==> src/rtl/lsc_pkg.sv <==
// Shared types and constants of the light strobe controller.
`default_nettype none

package lsc_pkg;

   // Configuration register map.
   localparam int CSR_INDEX_W = 1;
   localparam int CSR_DATA_W  = 12;
   localparam logic [CSR_INDEX_W-1:0] CSR_THRESHOLD      = 1'd0;
   localparam logic [CSR_INDEX_W-1:0] CSR_VCC_FULL_SCALE = 1'd1;

   localparam int THR_W = 11;
   localparam int VCC_W = 12;
   localparam logic [THR_W-1:0] THR_RESET = 11'd1100;
   localparam logic [VCC_W-1:0] VCC_RESET = 12'd2032;

   // Tick sequencing.
   localparam int TICK_W = 6;
   localparam logic [TICK_W-1:0] TICK_FIRST = 6'd1;
   localparam logic [TICK_W-1:0] TICK_WRAP  = 6'd50;
   localparam logic [2:0]        MOD5_LAST  = 3'd4;

   typedef struct packed {
      logic main_light_on;
      logic high_power_led;
      logic red_light_on;
      logic green_dim_on;
      logic swap_blinker_on;
      logic flasher_on;
   } light_levels_type;

   typedef struct packed {
      light_levels_type levels;
      logic             watchdog_kick;
   } out_word_type;

   typedef struct packed {
      logic busy;
      logic done;
   } div_status_type;

endpackage

`default_nettype wire

==> src/rtl/light_strobe_controller_top.sv <==
// Top level of the light strobe controller: tick sequencer, cell chains and output stage.
`default_nettype none

// Usage. Each word on the req_ channel is one 10 ms tick with two button
// levels and a supply sample; each tick yields exactly one rsp_ word with the
// light levels after that tick and the watchdog kick. A word is taken at a
// rising edge where its valid is high and its stall is low.
// An accepted tick's result is registered in the output register; while it
// is stalled there by rsp_stall, one more tick is taken into a skid register,
// after which req_stall stays high until the receiver drains the output. The
// block takes one tick per cycle while req_stall is low. The sample history
// and both button histories are shift chains of small cells; button two's
// moves each tick, button one's only after high power latched, the samples'
// every fifth tick before that. The sum (one subtract, one add) is compared
// every tenth tick to a precomputed limit (threshold in summed sample units)
// that a bit-serial divider finds after reset and every csr_ write, with
// req_stall high during that run. Reset is synchronous and returns the
// config and tick state, histories, sample cells and valid flags to defaults.
module light_strobe_controller_top #(
   parameter int AVG_DEPTH     = 16,
   parameter int DEBOUNCE_BITS = 32,
   parameter int SAMPLE_BITS   = 10
) (
   input  logic                   clock,
   input  logic                   reset,
   input  logic                   csr_we,
   input  logic [0:0]             csr_index,
   input  logic [11:0]            csr_wdata,
   input  logic                   req_valid,
   output logic                   req_stall,
   input  logic                   req_button_one_low,
   input  logic                   req_button_two_low,
   input  logic [SAMPLE_BITS-1:0] req_supply_sample,
   output logic                   rsp_valid,
   input  logic                   rsp_stall,
   output logic                   rsp_main_light_on,
   output logic                   rsp_high_power_led,
   output logic                   rsp_red_light_on,
   output logic                   rsp_green_dim_on,
   output logic                   rsp_swap_blinker_on,
   output logic                   rsp_flasher_on,
   output logic                   rsp_watchdog_kick
);

   import lsc_pkg::*;

   localparam int K_W   = THR_W + SAMPLE_BITS;
   localparam int NW    = K_W + 1;
   localparam int SUM_W = SAMPLE_BITS + $clog2(AVG_DEPTH + 1);
   localparam int LIM_W = NW + $clog2(AVG_DEPTH + 1);

   // Configuration registers.
   logic [THR_W-1:0] thr_ff;
   logic [VCC_W-1:0] vcc_ff;

   always_ff @(posedge clock) begin
      if (reset) begin
         thr_ff <= THR_RESET;
         vcc_ff <= VCC_RESET;
      end else if (csr_we) begin
         case (csr_index)
            CSR_THRESHOLD: begin
               thr_ff <= csr_wdata[THR_W-1:0];
            end
            CSR_VCC_FULL_SCALE: begin
               vcc_ff <= csr_wdata[VCC_W-1:0];
            end
            default: begin
            end
         endcase
      end
   end

   // The check floor(floor(sum/D) * vcc / full_scale) >= thr reduces to
   // sum >= ceil(thr * full_scale / vcc) * D, so the divide happens once per
   // configuration change instead of once per tick.
   logic             pending_ff;
   logic             div_start;
   div_status_type   div_status;
   logic [NW-1:0]    div_quotient;
   logic [K_W-1:0]   thr_scaled;
   logic [NW-1:0]    div_dividend;
   logic [LIM_W-1:0] limit_ff;
   logic             calc_busy;

   assign div_start    = pending_ff && !div_status.busy && !div_status.done;
   assign thr_scaled   = {thr_ff, {SAMPLE_BITS{1'b0}}} - K_W'(thr_ff);
   assign div_dividend = NW'(thr_scaled) + NW'(vcc_ff) - NW'(1);
   assign calc_busy    = pending_ff || div_status.busy || div_status.done;

   lsc_divider #(.NW(NW), .DV_W(VCC_W)) u_divider (
      .clock    (clock),
      .reset    (reset),
      .start    (div_start),
      .dividend (div_dividend),
      .divisor  (vcc_ff),
      .status   (div_status),
      .quotient (div_quotient)
   );

   always_ff @(posedge clock) begin
      if (reset) begin
         pending_ff <= 1'b1;
      end else if (csr_we) begin
         pending_ff <= 1'b1;
      end else if (div_start) begin
         pending_ff <= 1'b0;
      end
   end

   always_ff @(posedge clock) begin
      if (div_status.done) begin
         if (vcc_ff == '0) begin
            // A zero full scale makes the voltage zero: only a zero threshold passes.
            limit_ff <= (thr_ff == '0) ? '0 : '1;
         end else begin
            limit_ff <= LIM_W'(div_quotient) * LIM_W'(AVG_DEPTH);
         end
      end
   end

   // Handshake and output stage.
   logic         out_v_ff;
   logic         skid_v_ff;
   out_word_type out_ff;
   out_word_type skid_ff;
   out_word_type word_in;
   logic         accept;
   logic         rsp_take;

   assign req_stall = skid_v_ff || calc_busy;
   assign accept    = req_valid && !req_stall;
   assign rsp_take  = out_v_ff && !rsp_stall;

   // Tick state.
   logic [TICK_W-1:0] tick_ff, tick_in;
   logic [2:0]        mod5_ff, mod5_in;
   logic              hp_ff, hp_in;
   logic              strobe_ff, strobe_in;
   logic              strobe_phase_ff, strobe_phase_in;
   logic              blink_ff, blink_in;
   logic              flash_phase_ff, flash_phase_in;
   logic [SUM_W-1:0]  sum_ff, sum_in;
   light_levels_type  levels_ff, levels_in;

   logic                               sample_tick;
   logic                               tenth_tick;
   logic                               strobe_tick;
   logic                               push;
   logic [AVG_DEPTH*SAMPLE_BITS-1:0]   sample_taps;
   logic [DEBOUNCE_BITS-2:0]           mode_taps;
   logic [DEBOUNCE_BITS-2:0]           blink_taps;
   logic [DEBOUNCE_BITS-1:0]           mode_hist;
   logic [DEBOUNCE_BITS-1:0]           blink_hist;
   logic [SAMPLE_BITS-1:0]             oldest;
   logic [SUM_W-1:0]                   new_sum;

   // The tick counter runs 1..50; 50 is a multiple of ten, so a modulo-5
   // phase plus the counter's low bit give the every-5th and every-10th ticks.
   assign sample_tick = (mod5_ff == '0);
   assign tenth_tick  = sample_tick && !tick_ff[0];
   assign strobe_tick = (tick_ff[1:0] == 2'b00);

   // The chains keep the older bits; the current button level completes each history.
   assign mode_hist  = {mode_taps, req_button_one_low};
   assign blink_hist = {blink_taps, req_button_two_low};
   assign oldest     = sample_taps[(AVG_DEPTH-1)*SAMPLE_BITS +: SAMPLE_BITS];
   assign new_sum    = sum_ff - SUM_W'(oldest) + SUM_W'(req_supply_sample);

   lsc_chain #(.WIDTH(SAMPLE_BITS), .DEPTH(AVG_DEPTH)) u_sample_chain (
      .clock    (clock),
      .reset    (reset),
      .shift_en (accept && push),
      .din      (req_supply_sample),
      .taps     (sample_taps)
   );

   lsc_chain #(.WIDTH(1), .DEPTH(DEBOUNCE_BITS - 1)) u_mode_chain (
      .clock    (clock),
      .reset    (reset),
      .shift_en (accept && hp_ff),
      .din      (req_button_one_low),
      .taps     (mode_taps)
   );

   lsc_chain #(.WIDTH(1), .DEPTH(DEBOUNCE_BITS - 1)) u_blink_chain (
      .clock    (clock),
      .reset    (reset),
      .shift_en (accept),
      .din      (req_button_two_low),
      .taps     (blink_taps)
   );

   always_comb begin
      tick_in         = tick_ff;
      mod5_in         = (mod5_ff == MOD5_LAST) ? 3'd0 : mod5_ff + 3'd1;
      hp_in           = hp_ff;
      strobe_in       = strobe_ff;
      strobe_phase_in = strobe_phase_ff;
      blink_in        = blink_ff;
      flash_phase_in  = flash_phase_ff;
      sum_in          = sum_ff;
      levels_in       = levels_ff;
      push            = 1'b0;

      if (hp_ff) begin
         // Button one debounce only runs once high power has latched.
         if (&mode_hist) begin
            strobe_in = 1'b1;
         end else if (~|mode_hist) begin
            strobe_in               = 1'b0;
            levels_in.main_light_on = 1'b1;
         end
         if (strobe_in && strobe_tick) begin
            levels_in.main_light_on = strobe_phase_ff;
            strobe_phase_in         = !strobe_phase_ff;
         end
         levels_in.red_light_on = 1'b1;
         levels_in.green_dim_on = 1'b1;
      end else if (sample_tick) begin
         push   = 1'b1;
         sum_in = new_sum;
         if (tenth_tick && (LIM_W'(new_sum) >= limit_ff)) begin
            hp_in                    = 1'b1;
            levels_in.high_power_led = 1'b1;
         end
      end

      if (&blink_hist) begin
         blink_in = 1'b1;
      end else if (~|blink_hist) begin
         blink_in = 1'b0;
      end

      if (tick_ff >= TICK_WRAP) begin
         tick_in = TICK_FIRST;
         if (blink_in) begin
            levels_in.swap_blinker_on = 1'b1;
            levels_in.flasher_on      = flash_phase_ff;
            flash_phase_in            = !flash_phase_ff;
         end else begin
            levels_in.swap_blinker_on = 1'b0;
            levels_in.flasher_on      = 1'b0;
            flash_phase_in            = 1'b1;
         end
      end else begin
         tick_in = tick_ff + TICK_W'(1);
      end

      word_in.levels        = levels_in;
      word_in.watchdog_kick = tenth_tick;
   end

   always_ff @(posedge clock) begin
      if (reset) begin
         tick_ff         <= TICK_FIRST;
         mod5_ff         <= 3'd1;
         hp_ff           <= 1'b0;
         strobe_ff       <= 1'b0;
         strobe_phase_ff <= 1'b1;
         blink_ff        <= 1'b0;
         flash_phase_ff  <= 1'b1;
         sum_ff          <= '0;
         levels_ff       <= '0;
      end else if (accept) begin
         tick_ff         <= tick_in;
         mod5_ff         <= mod5_in;
         hp_ff           <= hp_in;
         strobe_ff       <= strobe_in;
         strobe_phase_ff <= strobe_phase_in;
         blink_ff        <= blink_in;
         flash_phase_ff  <= flash_phase_in;
         sum_ff          <= sum_in;
         levels_ff       <= levels_in;
      end
   end

   // Output register with one skid entry behind it.
   always_ff @(posedge clock) begin
      if (reset) begin
         out_v_ff  <= 1'b0;
         skid_v_ff <= 1'b0;
      end else if (!out_v_ff || rsp_take) begin
         if (skid_v_ff) begin
            out_v_ff  <= 1'b1;
            skid_v_ff <= 1'b0;
         end else begin
            out_v_ff <= accept;
         end
      end else if (accept) begin
         skid_v_ff <= 1'b1;
      end
   end

   always_ff @(posedge clock) begin
      if (!out_v_ff || rsp_take) begin
         out_ff <= skid_v_ff ? skid_ff : word_in;
      end else if (accept) begin
         skid_ff <= word_in;
      end
   end

   assign rsp_valid           = out_v_ff;
   assign rsp_main_light_on   = out_ff.levels.main_light_on;
   assign rsp_high_power_led  = out_ff.levels.high_power_led;
   assign rsp_red_light_on    = out_ff.levels.red_light_on;
   assign rsp_green_dim_on    = out_ff.levels.green_dim_on;
   assign rsp_swap_blinker_on = out_ff.levels.swap_blinker_on;
   assign rsp_flasher_on      = out_ff.levels.flasher_on;
   assign rsp_watchdog_kick   = out_ff.watchdog_kick;

   // High power never drops once latched.
   a_hp_sticky: assert property (@(posedge clock) disable iff (reset)
      hp_ff |=> hp_ff)
      else $error("high power latch dropped");

   // Strobe mode can only be chosen after high power latched.
   a_strobe_needs_hp: assert property (@(posedge clock) disable iff (reset)
      strobe_ff |-> hp_ff)
      else $error("strobe mode without high power");

   // The skid entry is only filled behind a held output word.
   a_skid_behind_out: assert property (@(posedge clock) disable iff (reset)
      skid_v_ff |-> out_v_ff)
      else $error("skid word without output word");

   // Tick counter stays within 1..50.
   a_tick_range: assert property (@(posedge clock) disable iff (reset)
      (tick_ff >= TICK_FIRST) && (tick_ff <= TICK_WRAP))
      else $error("tick counter out of range");

endmodule

`default_nettype wire

==> src/rtl/lsc_cell.sv <==
// One storage cell of a shift chain.
`default_nettype none

module lsc_cell #(
   parameter int WIDTH = 1
) (
   input  logic             clock,
   input  logic             reset,
   input  logic             shift_en,
   input  logic [WIDTH-1:0] din,
   output logic [WIDTH-1:0] dout
);

   logic [WIDTH-1:0] data_ff;

   always_ff @(posedge clock) begin
      if (reset) begin
         data_ff <= '0;
      end else if (shift_en) begin
         data_ff <= din;
      end
   end

   assign dout = data_ff;

endmodule

`default_nettype wire

==> src/rtl/lsc_chain.sv <==
// Row of identical cells; every shift moves each cell's word to its neighbor.
`default_nettype none

module lsc_chain #(
   parameter int WIDTH = 1,
   parameter int DEPTH = 2
) (
   input  logic                   clock,
   input  logic                   reset,
   input  logic                   shift_en,
   input  logic [WIDTH-1:0]       din,
   output logic [DEPTH*WIDTH-1:0] taps
);

   genvar i;
   generate
      for (i = 0; i < DEPTH; i++) begin : g_cell
         if (i == 0) begin : g_head
            lsc_cell #(.WIDTH(WIDTH)) u_cell (
               .clock    (clock),
               .reset    (reset),
               .shift_en (shift_en),
               .din      (din),
               .dout     (taps[0 +: WIDTH])
            );
         end else begin : g_body
            lsc_cell #(.WIDTH(WIDTH)) u_cell (
               .clock    (clock),
               .reset    (reset),
               .shift_en (shift_en),
               .din      (taps[(i-1)*WIDTH +: WIDTH]),
               .dout     (taps[i*WIDTH +: WIDTH])
            );
         end
      end
   endgenerate

endmodule

`default_nettype wire

==> src/rtl/lsc_divider.sv <==
// Restoring divider, one quotient bit per cycle.
`default_nettype none

module lsc_divider #(
   parameter int NW   = 22,
   parameter int DV_W = 12
) (
   input  logic                   clock,
   input  logic                   reset,
   input  logic                   start,
   input  logic [NW-1:0]          dividend,
   input  logic [DV_W-1:0]        divisor,
   output lsc_pkg::div_status_type status,
   output logic [NW-1:0]          quotient
);

   import lsc_pkg::*;

   localparam int CNT_W = $clog2(NW);

   logic             busy_ff;
   logic             done_ff;
   logic [CNT_W-1:0] count_ff;
   logic [NW-1:0]    num_ff;
   logic [DV_W-1:0]  den_ff;
   logic [DV_W-1:0]  rem_ff;
   logic [NW-1:0]    quo_ff;

   logic [DV_W:0]    trial;
   logic             qbit;
   logic [DV_W-1:0]  rem_in;

   always_comb begin
      trial = {rem_ff, num_ff[NW-1]};
      qbit  = (trial >= {1'b0, den_ff});
      if (qbit) begin
         rem_in = DV_W'(trial - {1'b0, den_ff});
      end else begin
         rem_in = trial[DV_W-1:0];
      end
   end

   always_ff @(posedge clock) begin
      if (reset) begin
         busy_ff <= 1'b0;
         done_ff <= 1'b0;
      end else if (start) begin
         busy_ff <= 1'b1;
         done_ff <= 1'b0;
      end else if (busy_ff && (count_ff == '0)) begin
         busy_ff <= 1'b0;
         done_ff <= 1'b1;
      end else begin
         done_ff <= 1'b0;
      end
   end

   always_ff @(posedge clock) begin
      if (start) begin
         count_ff <= CNT_W'(NW - 1);
         num_ff   <= dividend;
         den_ff   <= divisor;
         rem_ff   <= '0;
         quo_ff   <= '0;
      end else if (busy_ff) begin
         count_ff <= count_ff - CNT_W'(1);
         num_ff   <= {num_ff[NW-2:0], 1'b0};
         rem_ff   <= rem_in;
         quo_ff   <= {quo_ff[NW-2:0], qbit};
      end
   end

   assign status.busy = busy_ff;
   assign status.done = done_ff;
   assign quotient    = quo_ff;

endmodule

`default_nettype wire
==> config.mk <==
export PLATFORM = sky130hd
export DESIGN_NAME = light_strobe_controller_top
export DESIGN_NICKNAME = d
export VERILOG_FILES = /design/src/rtl/lsc_pkg.sv /design/src/rtl/light_strobe_controller_top.sv /design/src/rtl/lsc_cell.sv /design/src/rtl/lsc_chain.sv /design/src/rtl/lsc_divider.sv
export SDC_FILE = /design/constraint.sdc
export NUM_CORES = 1
export LEC_CHECK = 0
export BUFFER_PORTS_ARGS = -buffer_cell sky130_fd_sc_hd__clkbuf_2
export CORE_MARGIN = 1.5
export CORE_UTILIZATION = 60
export DETAILED_ROUTE_END_ITERATION = 7
export MAX_ROUTING_LAYER = met4
export PLACE_DENSITY = 0.84
export SYNTH_ARGS = -nofsm -noshare
export SYNTH_HDL_FRONTEND = slang
export SYNTH_SLANG_ARGS = --single-unit
==> constraint.sdc <==
create_clock -name clock -period 10 [get_ports clock]
set_input_delay 0.5 -clock clock [delete_from_list [all_inputs] [get_ports clock]]
set_output_delay 0.5 -clock clock [all_outputs]
set_load 0.01 [all_outputs]
== Word level (Yosys, flattened, before mapping) ==
Index checks and enable logic that the tools add are counted.

* Add/subtract/negate cells: 9
* Multipliers: 0
* Divide/modulo/power cells: 0
* $lt $le $gt $ge: 3
* Equality and inequality tests: 1
* Shift operators: 0
* Multiplexer cells: 33
* Bitwise logic cells: 3
* Reductions and logical operators: 43

{| class="wikitable"
|+ Operator list
! cell !! count
|-
| AND reduction 32 bit || 2
|-
| OR reduction 32 bit || 2
|-
| two-way mux 22 bit || 2
|-
| greater-or-equal comparator 15 x 27 -> 1 bit || 1
|-
| two-way mux 27 bit || 1
|-
| two-way mux 26 bit || 1
|-
| adder 21 x 12 -> 22 bit || 1
|-
| two-way mux 1 bit || 22
|-
| subtractor 22 x 1 -> 22 bit, second input constant || 1
|-
| subtractor 21 x 11 -> 21 bit || 1
|-
| adder 15 x 10 -> 15 bit || 1
|-
| subtractor 15 x 10 -> 15 bit || 1
|-
| greater-or-equal comparator 13 x 12 -> 1 bit || 1
|-
| zero test 12 bit || 1
|-
| two-way mux 12 bit || 1
|-
| subtractor 12 bit || 1
|-
| zero test 11 bit || 1
|-
| logical AND 1 bit || 10
|-
| AND reduction 2 bit || 5
|-
| zero test 1 bit || 8
|-
| two-way mux 7 bit || 1
|-
| adder 6 x 1 -> 6 bit, second input constant || 1
|-
| greater-or-equal comparator 6 bit, second input constant || 1
|-
| two-way mux 2 bit || 3
|-
| 13 further kinds || 22
|}

* Register bits: 399
* Bits in latches: 0
* Memory bits (writable): 0
* Memory bits (read-only): 0
* Input port bits: 30
* Output and inout port bits: 9
* Word-level logic and storage cells: 212
* Memories: 0

== Longest topological paths before layout ==
Gate-level depths: netlist of the first run.

* Depth in word-level cells: 8
* Mapped depth: 21
* Gate-level depth less buffers: 21

== Cells and area by module ==
Synthesis of the first run repeated with hierarchy kept, for this count alone.

* Cell total of the unflattened synthesis: 1873
* Area, all modules: 18447.7 um^2

{| class="wikitable"
|+ By module, submodules not included
! module !! instances !! cells an instance !! area an instance (um^2)
|-
| light_strobe_controller_top || 1 || 858 || 7109.3
|-
| lsc_cell (u_sample_chain.g_cell[0].g_head.u_cell ...) || 16 || 32 || 352.8
|-
| lsc_divider || 1 || 317 || 3598.5
|-
| lsc_cell (u_blink_chain.g_cell[0].g_head.u_cell ...) || 62 || 3 || 33.8
|}

== Worst setup path before layout of the first run ==
No wires, ideal clock.

* Path type: input to register
* From: in req_supply_sample[2]
* To: reg out_ff, in the netlist rsp_high_power_led, data pin
* Arrival: 3.825 ns
* Required time: 9.728 ns
* Slack: 5.903 ns
* Cell stages on the path: 19
* Path buffers: 0
* Path through: inv_1 > fa_1 > inv_1 > ha_1 > nor2b_1 > o21a_1 > o21a_1 > o31a_1 > o21ai_0 > nor3b_1 > nor2_1 > ha_1 > a21o_1 > a21o_1 > a21oi_1 > or3_1 > o21ai_0 > a21oi_1 > o31ai_1

* Longest elaborated chain between the ends: 7

{| class="wikitable"
|+ Ends and longest elaborated chain
! element !! line !! source
|-
| start, declared || light_strobe_controller_top.sv:33 || <nowiki>input logic [SAMPLE_BITS-1:0] req_supply_sample,</nowiki>
|-
| adder 15 x 10 -> 15 bit || light_strobe_controller_top.sv:168 || <nowiki>assign new_sum = sum_ff - SUM_W'(oldest) + SUM_W'(req_supply_sample);</nowiki>
|-
| named net new_sum[8] || light_strobe_controller_top.sv:156 || <nowiki>logic [SUM_W-1:0] new_sum;</nowiki>
|-
| greater-or-equal comparator 15 x 27 -> 1 bit || light_strobe_controller_top.sv:223 || <nowiki>if (tenth_tick && (LIM_W'(new_sum) >= limit_ff)) begin</nowiki>
|-
| logical AND 1 bit || light_strobe_controller_top.sv:223 ||
|-
| two-way mux 1 bit || light_strobe_controller_top.sv:223 ||
|-
| two-way mux 1 bit || light_strobe_controller_top.sv:220 || <nowiki>end else if (sample_tick) begin</nowiki>
|-
| two-way mux 1 bit || light_strobe_controller_top.sv:206 || <nowiki>if (hp_ff) begin</nowiki>
|-
| two-way mux 7 bit || light_strobe_controller_top.sv:297 || <nowiki>out_ff <= skid_v_ff ? skid_ff : word_in;</nowiki>
|-
| end signal, assigned || light_strobe_controller_top.sv:297 ||
|-
| end, declared || light_strobe_controller_top.sv:125 || <nowiki>out_word_type out_ff;</nowiki>
|}

The timed path passes the listed nets, and every way through them passes these cells.
A chain may end at the register's enable or synchronous reset.

==> results of run 1 <==
critical path: cells and delay by family (launching register included):
kind / cells / cell delay [ps]
and+or+nand+nor: 4 / 660
AOI/OAI and AO/OA: 10 / 1920
adders and majority gates: 3 / 1140
DFF: 1 / 330
buffers and inverters: 2 / 100
power by group through the flow:
stage / clock network (mW) / registers, mW / logic (mW)
2_1_floorplan: 0 / 1.74 / 0.343
3_3_place_gp: 0 / 1.75 / 0.400
3_5_place_dp: 0 / 1.75 / 0.421
4_1_cts: 1.57 / 1.72 / 0.427
5_1_grt: 1.64 / 1.73 / 0.484
6_report: 1.54 / 1.72 / 0.429
final timing paths:
| check | cells after the start | startpoint | slack [ps] | end |
|---|---|---|---|---|
| worst max-delay path | 19 | sum_ff[2] | 5590 | skid_ff[5] |
| worst min-delay path | 3 | csr_wdata[11] | 200 | vcc_ff[11] |
| worst max register to register | 19 | sum_ff[2] | 5590 | skid_ff[5] |
| worst min register to register | 2 | u_sample_chain.g_cell[1].g_body.u_cell.dout[2] | 450 | u_sample_chain.g_cell[2].g_body.u_cell.dout[2] |
Yosys cell counts, drive strengths merged (18+ instances only):
| cell type | n | area share, % |
|---|---|---|
| nand2 | 583 | 12 |
| dfxtp | 324 | 36 |
| a21oi | 291 | 8.2 |
| inv | 142 | 3.0 |
| clkbuf | 94 | 2.0 |
| ha | 82 | 5.7 |
| edfxtp | 71 | 12 |
| nor2 | 60 | 1.3 |
| o21ai | 47 | 1.3 |
| nor4 | 35 | 1.3 |
| a21o | 34 | 1.4 |
| xnor2 | 31 | 1.5 |
| nand4 | 29 | 1.0 |
| a22o | 25 | 1.2 |
| buf | 24 | 0.68 |
| xor2 | 24 | 1.2 |
| nor3 | 23 | 0.64 |
| nand3 | 18 | 0.50 |
registers in the layout, summed over array words and instances (netlist names), 7 cells and up:
register and cells:
u_divider.rem_ff 12, limit_ff 23, vcc_ff 12, skid_ff 7
u_sample_chain.g_cell.g_body.u_cell.dout 150, sum_ff 15, u_divider.den_ff 12, u_sample_chain.g_cell.g_head.u_cell.dout 10
u_blink_chain.g_cell.g_body.u_cell.dout 30, u_divider.quotient 22, thr_ff 11, u_divider.num_ff 22
u_mode_chain.g_cell.g_body.u_cell.dout 30
area by class of cell:
cell class	instances	area share [%]
inverter	142	2.71
clock inverter	19	1.05
clock buffer	57	6.01
multi-input combinational	1464	42.4
tap	390	2.49
sequential	395	43.9
timing repair buffer	50	1.47
per-layer routing:
metal | wire [microns] | part of all wire, % | GRT usage (%) | vias to the layer above
li1 | - | - | - | 7094
met1 | 15800 | 45 | 29.6 | 6652
met2 | 17000 | 49 | 39.4 | 301
met3 | 1470 | 4.2 | 3.20 | 59
met4 | 620 | 1.8 | 6.52 | 0
met5 | 0 | 0 | - | -
kinds of logic (layout without fill, tap and decap cells):
kind of cell	count (synthesis)	count (layout)
buffers and inverters	260	268
muxes	20	20
adders and majority gates	94	94
xor gates and xnor gates	56	56
AOI/OAI and AO/OA	470	470
DFF	395	395
and+or+nand+nor	824	824
==> impl_metrics.py, run 1 <==
metrics = {
    "outcome": {
        "status": "finished, final reports clean",
    },
    "pwr": {
        "pwr_density_cell_mw_per_mm2": 188,
        "p_leak_nw": 7.61,
        "p_seq_share_pct": 46.6,
        "intPower_mw": 2.80,
        "ir_drop_mv": 0.151,
        "netSwitchingFraction_pct": 24.2,
        "pwr-share-comb_pct": 11.6,
        "p_switching_uw": 894,
        "finalPower_mw": 3.69,
        "clockPowerShare_pct": 41.8,
    },
    "global_route": {
        "antenna_found_initial": 0,
        "grt_pass1_wl_microns": 60100,
        "gr-total-overflow": 0,
        "grt_max_degree": 118,
        "grt.total_usage_pct": 23.5,
        "grt_pass1_vias": 13300,
    },
    "clock_tree": {
        "root_buffer": "clkbuf_16",
        "cts_setup_buffers": 0,
        "clk_pin_slew_worst_paths_ps": 60,
        "cts.htree.levels": 2,
        "cts_buffer_depth": 3,
        "clk_latency_ps": 530,
        "cts_hold_buf": 0,
        "cts_resized": 0,
        "clock-sinks": 395,
        "cts_tree": "done",
        "cts-buffers-inserted": 41,
    },
    "drt": {
        "drt_iter0_markers": 933,
        "drc": 0,
        "avgRoutedWirePerCell_microns": 13.9,
        "dr_total_vias": 14100,
        "dr.pass1.iters": 6,
        "wl_microns": 34900,
        "detail-route-antenna-nets": 0,
        "routed_via_density": 5.60,
    },
    "floorplanning": {
        "ios": 39,
        "initial_core_util_pct": 60.7,
        "coreArea_sq_mm": 0.0296,
        "dieArea_sq_mm": 0.0309,
        "die_w_microns": 176,
        "die_h_microns": 176,
        "floorplan.rows": 63,
    },
    "critical_path": {
        "critPathSlowestCell": "fa_1",
        "crit_required_ps": 10260,
        "cp_cell_sequence": "inv_1 -> fa_1 -> inv_1 -> ha_1 -> nor2b_1 -> o21a_1 -> o21a_1 -> o31a_1 -> o21ai_0 -> nor3b_1 -> nor2_1 -> ha_1 -> a21o_1 -> a21o_1 -> a21oi_1 -> or3_1 -> o21ai_0 -> a21oi_1 -> o21bai_1",
        "crit_fanout": 4,
        "crit_path_max_incr_delay_ps": 490,
        "crit_arrival_ps": 4660,
        "endpoint_kind": "flop",
        "startpoint_type": "flop",
        "crit_type": "reg2reg",
    },
    "logic_synthesis": {
        "synth_edf_count": 71,
        "syn-cell-area_sq_mm": 0.0179,
        "yosys_warnings": 0,
        "synth_top_family_by_area": "simple AND/OR/NAND/NOR gates",
        "synth_cell_type_count": 70,
        "synth_seq_cells": 395,
        "syn_nets": 2243,
        "avgSynthCellArea_sq_um": 8.46,
        "yosys-mux-area-fraction_pct": 1.19,
        "synth_compound_gate_area_share_pct": 15.4,
        "synthCells": 2119,
        "synth_xor_area_share_pct": 2.81,
        "synthArstFlopShare_pct": 0,
        "dominantRegCellSynth": "dfxtp_1",
        "synth-simple-area-share_pct": 19.9,
        "synth_seq_area_share_pct": 48.1,
        "synth_adder_area_share_pct": 7.06,
    },
    "layout": {
        "multi_input_area_sq_mm": 0.00832,
        "area_growth_pct": 9.47,
        "drive_gt1_share_pct": 6.58,
        "stdcell_count": 2517,
        "antenna_cells": 0,
        "final_cell_mix": "nand2_1, dfxtp_1, a21oi_1",
        "finish.utilization_pct": 66.4,
        "final_nets": 2218,
        "regArea_sq_mm": 0.00862,
        "final_common_cell": "nand2_1",
        "fin_area_sq_mm": 0.0196,
        "num-fill-cells": 2363,
    },
    "placement": {
        "dp.cells": 2441,
        "place.port_buffers": 38,
        "gp_congestion": 0.935,
        "dpl_cell_area_sq_mm": 0.0182,
        "pre_cts_ws_ps": 5360,
        "hpwl_microns": 22500,
    },
    "timing": {
        "rsz0062_at_grt": "no",
        "setup_viol": 0,
        "hold_ws_ps": 199,
        "slew_headroom_pct": 17.1,
        "finalClockSkew_ps": 16.5,
        "max_freq_mhz": 227,
        "finalWorstSetupSlack_ps": 5590,
        "fin_crit_sh_pct": 44.1,
        "period_needed_ps": 4410,
        "setup_tns_ps": 0,
        "maxSlewViolCount": 0,
        "hold_viol": 0,
        "worst_slew_pin_slew_ps": 1240,
    },
    "hold_path": {
        "hold_path.class": "in2reg",
    },
    "run": {
        "cap_viol_max_count": 0,
    },
}
Power figures use the tool's default switching activity.
==> run 2, diff against run 1 <==
--- a/config.mk
+++ b/config.mk
@@ -7,10 +7,10 @@
 export LEC_CHECK = 0
 export BUFFER_PORTS_ARGS = -buffer_cell sky130_fd_sc_hd__clkbuf_2
 export CORE_MARGIN = 1.5
-export CORE_UTILIZATION = 60
+export CORE_UTILIZATION = 57
 export DETAILED_ROUTE_END_ITERATION = 7
 export MAX_ROUTING_LAYER = met4
-export PLACE_DENSITY = 0.84
+export PLACE_DENSITY = 0.83
 export SYNTH_ARGS = -nofsm -noshare
 export SYNTH_HDL_FRONTEND = slang
 export SYNTH_SLANG_ARGS = --single-unit
==> constraint.sdc (replaced) <==
create_clock -name clock -period 3.95 [get_ports clock]
set_input_delay 0.1975 -clock clock [delete_from_list [all_inputs] [get_ports clock]]
set_output_delay 0.1975 -clock clock [all_outputs]
set_load 0.01 [all_outputs]
==> impl_metrics.py, run 2 (synthesis results as in run 1) <==
metrics = {
    "timing": {
        "maxSlewViolCount": 0,
        "max_freq_mhz": 235,
        "finalWorstSetupSlack_ps": -306,
        "finalClockSkew_ps": 29.4,
        "setup_viol": 4,
        "setup_tns_ps": -1090,
        "slew_headroom_pct": 22.1,
        "hold_viol": 0,
        "fin_crit_sh_pct": 108,
        "hold_ws_ps": 142,
        "period_needed_ps": 4260,
        "rsz0062_at_grt": "yes",
        "worst_slew_pin_slew_ps": 1170,
    },
    "drt": {
        "wl_microns": 36900,
        "dr.pass1.iters": 7,
        "avgRoutedWirePerCell_microns": 14.3,
        "routed_via_density": 5.58,
        "detail-route-antenna-nets": 0,
        "drc": 3,
        "drt_iter0_markers": 1082,
        "dr_total_vias": 14400,
    },
    "clock_tree": {
        "root_buffer": "clkbuf_16",
        "cts.htree.levels": 2,
        "clock-sinks": 395,
        "cts-buffers-inserted": 42,
        "cts_tree": "done",
        "clk_latency_ps": 550,
        "clk_pin_slew_worst_paths_ps": 60,
        "cts_buffer_depth": 3,
    },
    "layout": {
        "final_nets": 2282,
        "stdcell_count": 2588,
        "largest_reg_flops": 150,
        "antenna_cells": 0,
        "final_common_cell": "nand2_1",
        "finish.utilization_pct": 66.2,
        "area_growth_pct": 13.5,
        "final_cell_mix": "nand2_1, dfxtp_1, a21oi_1",
        "fin_area_sq_mm": 0.0204,
        "num-fill-cells": 2358,
        "drive_gt1_share_pct": 9.63,
    },
    "pwr": {
        "p_switching_mw": 2.38,
        "netSwitchingFraction_pct": 25.1,
        "clockPowerShare_pct": 41.7,
        "finalPower_mw": 9.48,
        "p_leak_nw": 7.97,
        "ir_drop_mv": 0.408,
        "p_seq_share_pct": 45.8,
        "pwr_density_cell_mw_per_mm2": 466,
        "intPower_mw": 7.10,
        "pwr-share-comb_pct": 12.5,
    },
    "floorplanning": {
        "die_w_microns": 180,
        "die_h_microns": 180,
        "initial_core_util_pct": 58.3,
        "dieArea_sq_mm": 0.0325,
        "floorplan.rows": 64,
        "coreArea_sq_mm": 0.0307,
        "ios": 39,
    },
    "global_route": {
        "grt.total_usage_pct": 23.1,
        "antenna_found_initial": 0,
        "grt_pass1_wl_microns": 62700,
        "grt_pass1_vias": 13700,
        "grt_max_degree": 153,
        "gr-total-overflow": 0,
    },
    "hold_path": {
        "hp-start": "csr_index",
        "hold_path.class": "in2reg",
    },
    "outcome": {
        "violations": "DRC, setup timing",
        "status": "finished with violations",
    },
    "run": {
        "cap_viol_max_count": 0,
    },
    "critical_path": {
        "cp_top_family": "compound AO/OA/AOI/OAI gates",
        "cp_cell_sequence": "inv_1 -> fa_1 -> buf_4 -> fa_2 -> nor2b_4 -> o21a_1 -> o21a_1 -> o31a_1 -> o211ai_1 -> nand2_1 -> a21oi_2 -> xnor3_1 -> ha_4 -> nand4_1 -> or3_1 -> o21ai_1 -> a21oi_2 -> buf_6 -> o41ai_2",
        "startpoint_type": "flop",
        "path_buf_inv": 3,
        "crit_required_ps": 4370,
        "endpoint_kind": "flop",
        "r2r_start": "sum_ff[1]",
        "crit_arrival_ps": 4680,
        "critPathSlowestCell": "fa_1",
        "crit_fanout": 4,
        "crit_path_max_incr_delay_ps": 510,
        "startpoint": "sum_ff[1]",
        "crit_type": "reg2reg",
    },
    "placement": {
        "dpl_cell_area_sq_mm": 0.0185,
        "gp_congestion": 0.871,
        "hpwl_microns": 23300,
        "place.port_buffers": 38,
        "dp.cells": 2476,
        "pre_cts_ws_ps": -267,
    },
}
==> run 2: changes by cell type in the layout (fill, tap and decap cells not counted), sizes merged <==
cell,previous run,this run
buf,12,50
dlygate4sd3,0,25
inv,144,148
bufinv,4,2
clkbuf,95,93
clkinv,12,14
==> run 2: cell type report <==
class / instances / area [sq um] / share of cell area, %
Inverter: 142 / 533 / 2.62
Clock inverter: 23 / 201 / 0.990
Timing Repair Buffer: 113 / 853 / 4.19
Clock buffer: 55 / 1210 / 5.96
Sequential cell: 395 / 8620 / 42.4
Tap cell: 396 / 495 / 2.43
Multi-Input combinational cell: 1464 / 8440 / 41.5
==> run 2: what timing repair did <==
| item | CTS | global route |
|---|---|---|
| setup buffers | 4 | 5 |
| endpoints found under the setup margin | 4 | 7 |
| hold endpoints to repair | 36 | 0 |
| hold buffers | 25 | 0 |
| pin swaps | 8 | 12 |
| gates resized for setup | 9 | 20 |
==> run 2: worst register-to-register path, stage by stage (launching register included) <==
cell and delay (ps):
dfxtp_2 330, inv_1 50, fa_1 510, buf_4 120, fa_2 220, nor2b_4 40
o21a_1 200, o21a_1 190, o31a_1 300, o211ai_1 310, nand2_1 120, a21oi_2 150
xnor3_1 260, ha_4 290, nand4_1 100, or3_1 370, o21ai_1 110, a21oi_2 60
buf_6 160, o41ai_2 250
==> run 2: layer usage <==
metal	up-vias	GRT usage [%]	part of all wire, %
li1	7219	-	-
met1	6803	30.1	46
met2	336	37.5	47
met3	74	3.50	5.1
met4	0	6.66	2.0
met5	-	-	0
==> run 2: worst paths after layout <==
path | endpoint | slack (ps) | cells after the start
max | levels_ff[4] | -310 | 19
min | thr_ff[1] | 140 | 4
max reg2reg | levels_ff[4] | -310 | 19
min reg2reg | u_sample_chain.g_cell[12].g_body.u_cell.dout[8] | 430 | 2
==> run 2: power groups by stage <==
stage | Sequential, mW | Clock (mW) | Combinational [mW]
2_1_floorplan | 4.40 | 0 | 0.867
3_3_place_gp | 4.43 | 0 | 1.06
3_5_place_dp | 4.43 | 0 | 1.11
4_1_cts | 4.35 | 4.02 | 1.15
5_1_grt | 4.36 | 4.19 | 1.32
6_report | 4.35 | 3.95 | 1.18
==> run 3, diff against run 2 <==
--- a/config.mk
+++ b/config.mk
@@ -5,10 +5,10 @@
 export SDC_FILE = /design/constraint.sdc
 export NUM_CORES = 1
 export LEC_CHECK = 0
-export BUFFER_PORTS_ARGS = -buffer_cell sky130_fd_sc_hd__clkbuf_2
 export CORE_MARGIN = 1.5
-export CORE_UTILIZATION = 57
+export CORE_UTILIZATION = 58
 export DETAILED_ROUTE_END_ITERATION = 7
+export DONT_BUFFER_PORTS = 1
 export MAX_ROUTING_LAYER = met4
 export PLACE_DENSITY = 0.83
 export SYNTH_ARGS = -nofsm -noshare
==> impl_metrics.py, run 3 (synthesis results as in run 1) <==
metrics = {
    "placement": {
        "pre_cts_ws_ps": -326,
        "gp_congestion": 0.900,
        "dp.cells": 2432,
        "hpwl_microns": 22900,
        "place.port_buffers": 0,
    },
    "layout": {
        "num-fill-cells": 2273,
        "final_nets": 2298,
        "regArea_sq_mm": 0.00862,
        "multi_input_area_sq_mm": 0.00844,
        "final_common_cell": "nand2_1",
        "stdcell_count": 2603,
        "final_cell_mix": "nand2_1, dfxtp_1, a21oi_1",
        "largest_reg_flops": 150,
        "area_growth_pct": 15.1,
        "antenna_cells": 0,
        "drive_gt1_share_pct": 7.16,
    },
    "pwr": {
        "finalPower_mw": 9.28,
        "ir_drop_mv": 0.399,
        "p_leak_nw": 8.15,
        "pwr_density_cell_mw_per_mm2": 450,
    },
    "critical_path": {
        "crit_arrival_ps": 4580,
        "r2r_start": "sum_ff[1]",
        "cp_top_family": "compound AO/OA/AOI/OAI gates",
        "critPathSlowestCell": "fa_1",
        "crit_type": "reg2reg",
        "endpoint_kind": "flop",
        "startpoint": "sum_ff[1]",
        "path_buf_inv": 2,
        "path_common_cell": "o21a_1",
        "crit_required_ps": 4310,
        "crit_path_max_incr_delay_ps": 590,
        "crit_fanout": 4,
        "startpoint_type": "flop",
        "r2r_cells": 18,
        "cp_cell_sequence": "inv_2 -> fa_1 -> buf_6 -> fa_2 -> nor2b_1 -> o21a_1 -> o21a_1 -> o31a_1 -> o211ai_1 -> nand2_1 -> a21oi_2 -> xnor3_1 -> ha_4 -> nand4_1 -> or3_4 -> o21ai_4 -> a21oi_4 -> o31ai_2",
        "cp.depth": 18,
    },
    "global_route": {
        "grt_max_degree": 225,
        "antenna_found_initial": 0,
        "grt_pass1_vias": 13900,
        "grt_pass1_wl_microns": 64300,
        "grt.total_usage_pct": 24.8,
        "gr-total-overflow": 0,
    },
    "floorplanning": {
        "floorplan.rows": 64,
        "initial_core_util_pct": 58.8,
        "die_h_microns": 179,
        "die_w_microns": 179,
        "dieArea_sq_mm": 0.0320,
        "coreArea_sq_mm": 0.0305,
        "ios": 39,
    },
    "hold_path": {
        "hold_path.class": "in2reg",
        "hp-start": "csr_index",
        "hold_depth": 3,
    },
    "clock_tree": {
        "cts.htree.levels": 2,
        "cts-buffers-inserted": 41,
        "clk_latency_ps": 540,
        "cts_tree": "done",
        "clk_pin_slew_worst_paths_ps": 60,
        "clock-sinks": 395,
        "root_buffer": "clkbuf_16",
        "cts_buffer_depth": 3,
    },
    "outcome": {
        "status": "finished with violations",
        "violations": "setup timing",
    },
    "drt": {
        "drc": 0,
        "avgRoutedWirePerCell_microns": 14.8,
        "drt_iter0_markers": 1340,
        "dr_total_vias": 14800,
        "detail-route-antenna-nets": 0,
        "routed_via_density": 5.67,
        "wl_microns": 38600,
        "dr.pass1.iters": 8,
    },
    "timing": {
        "finalClockSkew_ps": 18.2,
        "finalWorstSetupSlack_ps": -266,
        "slew_headroom_pct": 28.2,
        "period_needed_ps": 4220,
        "max_freq_mhz": 237,
        "fin_crit_sh_pct": 107,
        "rsz0062_at_grt": "yes",
        "maxSlewViolCount": 0,
        "hold_viol": 0,
        "setup_viol": 4,
        "hold_ws_ps": 54.4,
        "worst_slew_pin_slew_ps": 1070,
    },
    "run": {
        "cap_viol_max_count": 0,
    },
}
-- run 3: layer usage --
layer,share of wire (%),up-vias,GRT usage (%)
met5,0,-,-
met4,2.2,0,7.47
met3,4.9,82,3.92
met2,48,393,40.8
met1,44,7015,31.4
li1,-,7265,-
-- run 3: per-stage QoR --
step	instance area [sq um]	util [%]	setup TNS, ps
global placement	18200	59.8	-478
CTS	20500	67.3	-517
detailed placement	18200	59.8	-1120
floorplan	17900	-	0
global route	20600	67.7	-1360
finish	20600	67.7	-912
-- run 3: worst paths after layout --
check	endpoint	slack [ps]
worst max-delay path	rsp_high_power_led	-270
worst max register to register	rsp_high_power_led	-270
worst min register to register	u_sample_chain.g_cell[8].g_body.u_cell.dout[6]	440
worst min-delay path	thr_ff[8]	50
-- run 3: final cells by class --
type	instances	share of cell area (%)
Sequential cell	395	41.8
Multi-Input combinational cell	1464	40.9
Timing Repair Buffer	130	5.95
Clock buffer	55	5.52
Inverter	142	2.58
Tap cell	396	2.40
Clock inverter	21	0.915
-- run 3: what timing repair did --
action                                  CTS  global route
gates resized for setup                  12            16
pin swaps                                14            20
hold buffers                             87             0
endpoints found under the setup margin    4             7
hold endpoints to repair                284             0
buffers inserted                          4             5
-- run 3: tightest hold or removal path: stages --
cell     delay, ps
nor2b_1        160
nand2_1        130
a21oi_1         50
-- run 3: power breakdown --
group | internal (mW) | switching (mW) | total, mW | leakage (nW)
Clock | 2.18 | 1.60 | 3.78 | 0.655
Combinational | 0.507 | 0.648 | 1.16 | 4.14
Sequential | 4.26 | 0.0885 | 4.35 | 3.35
Total | 6.94 | 2.34 | 9.28 | 8.15
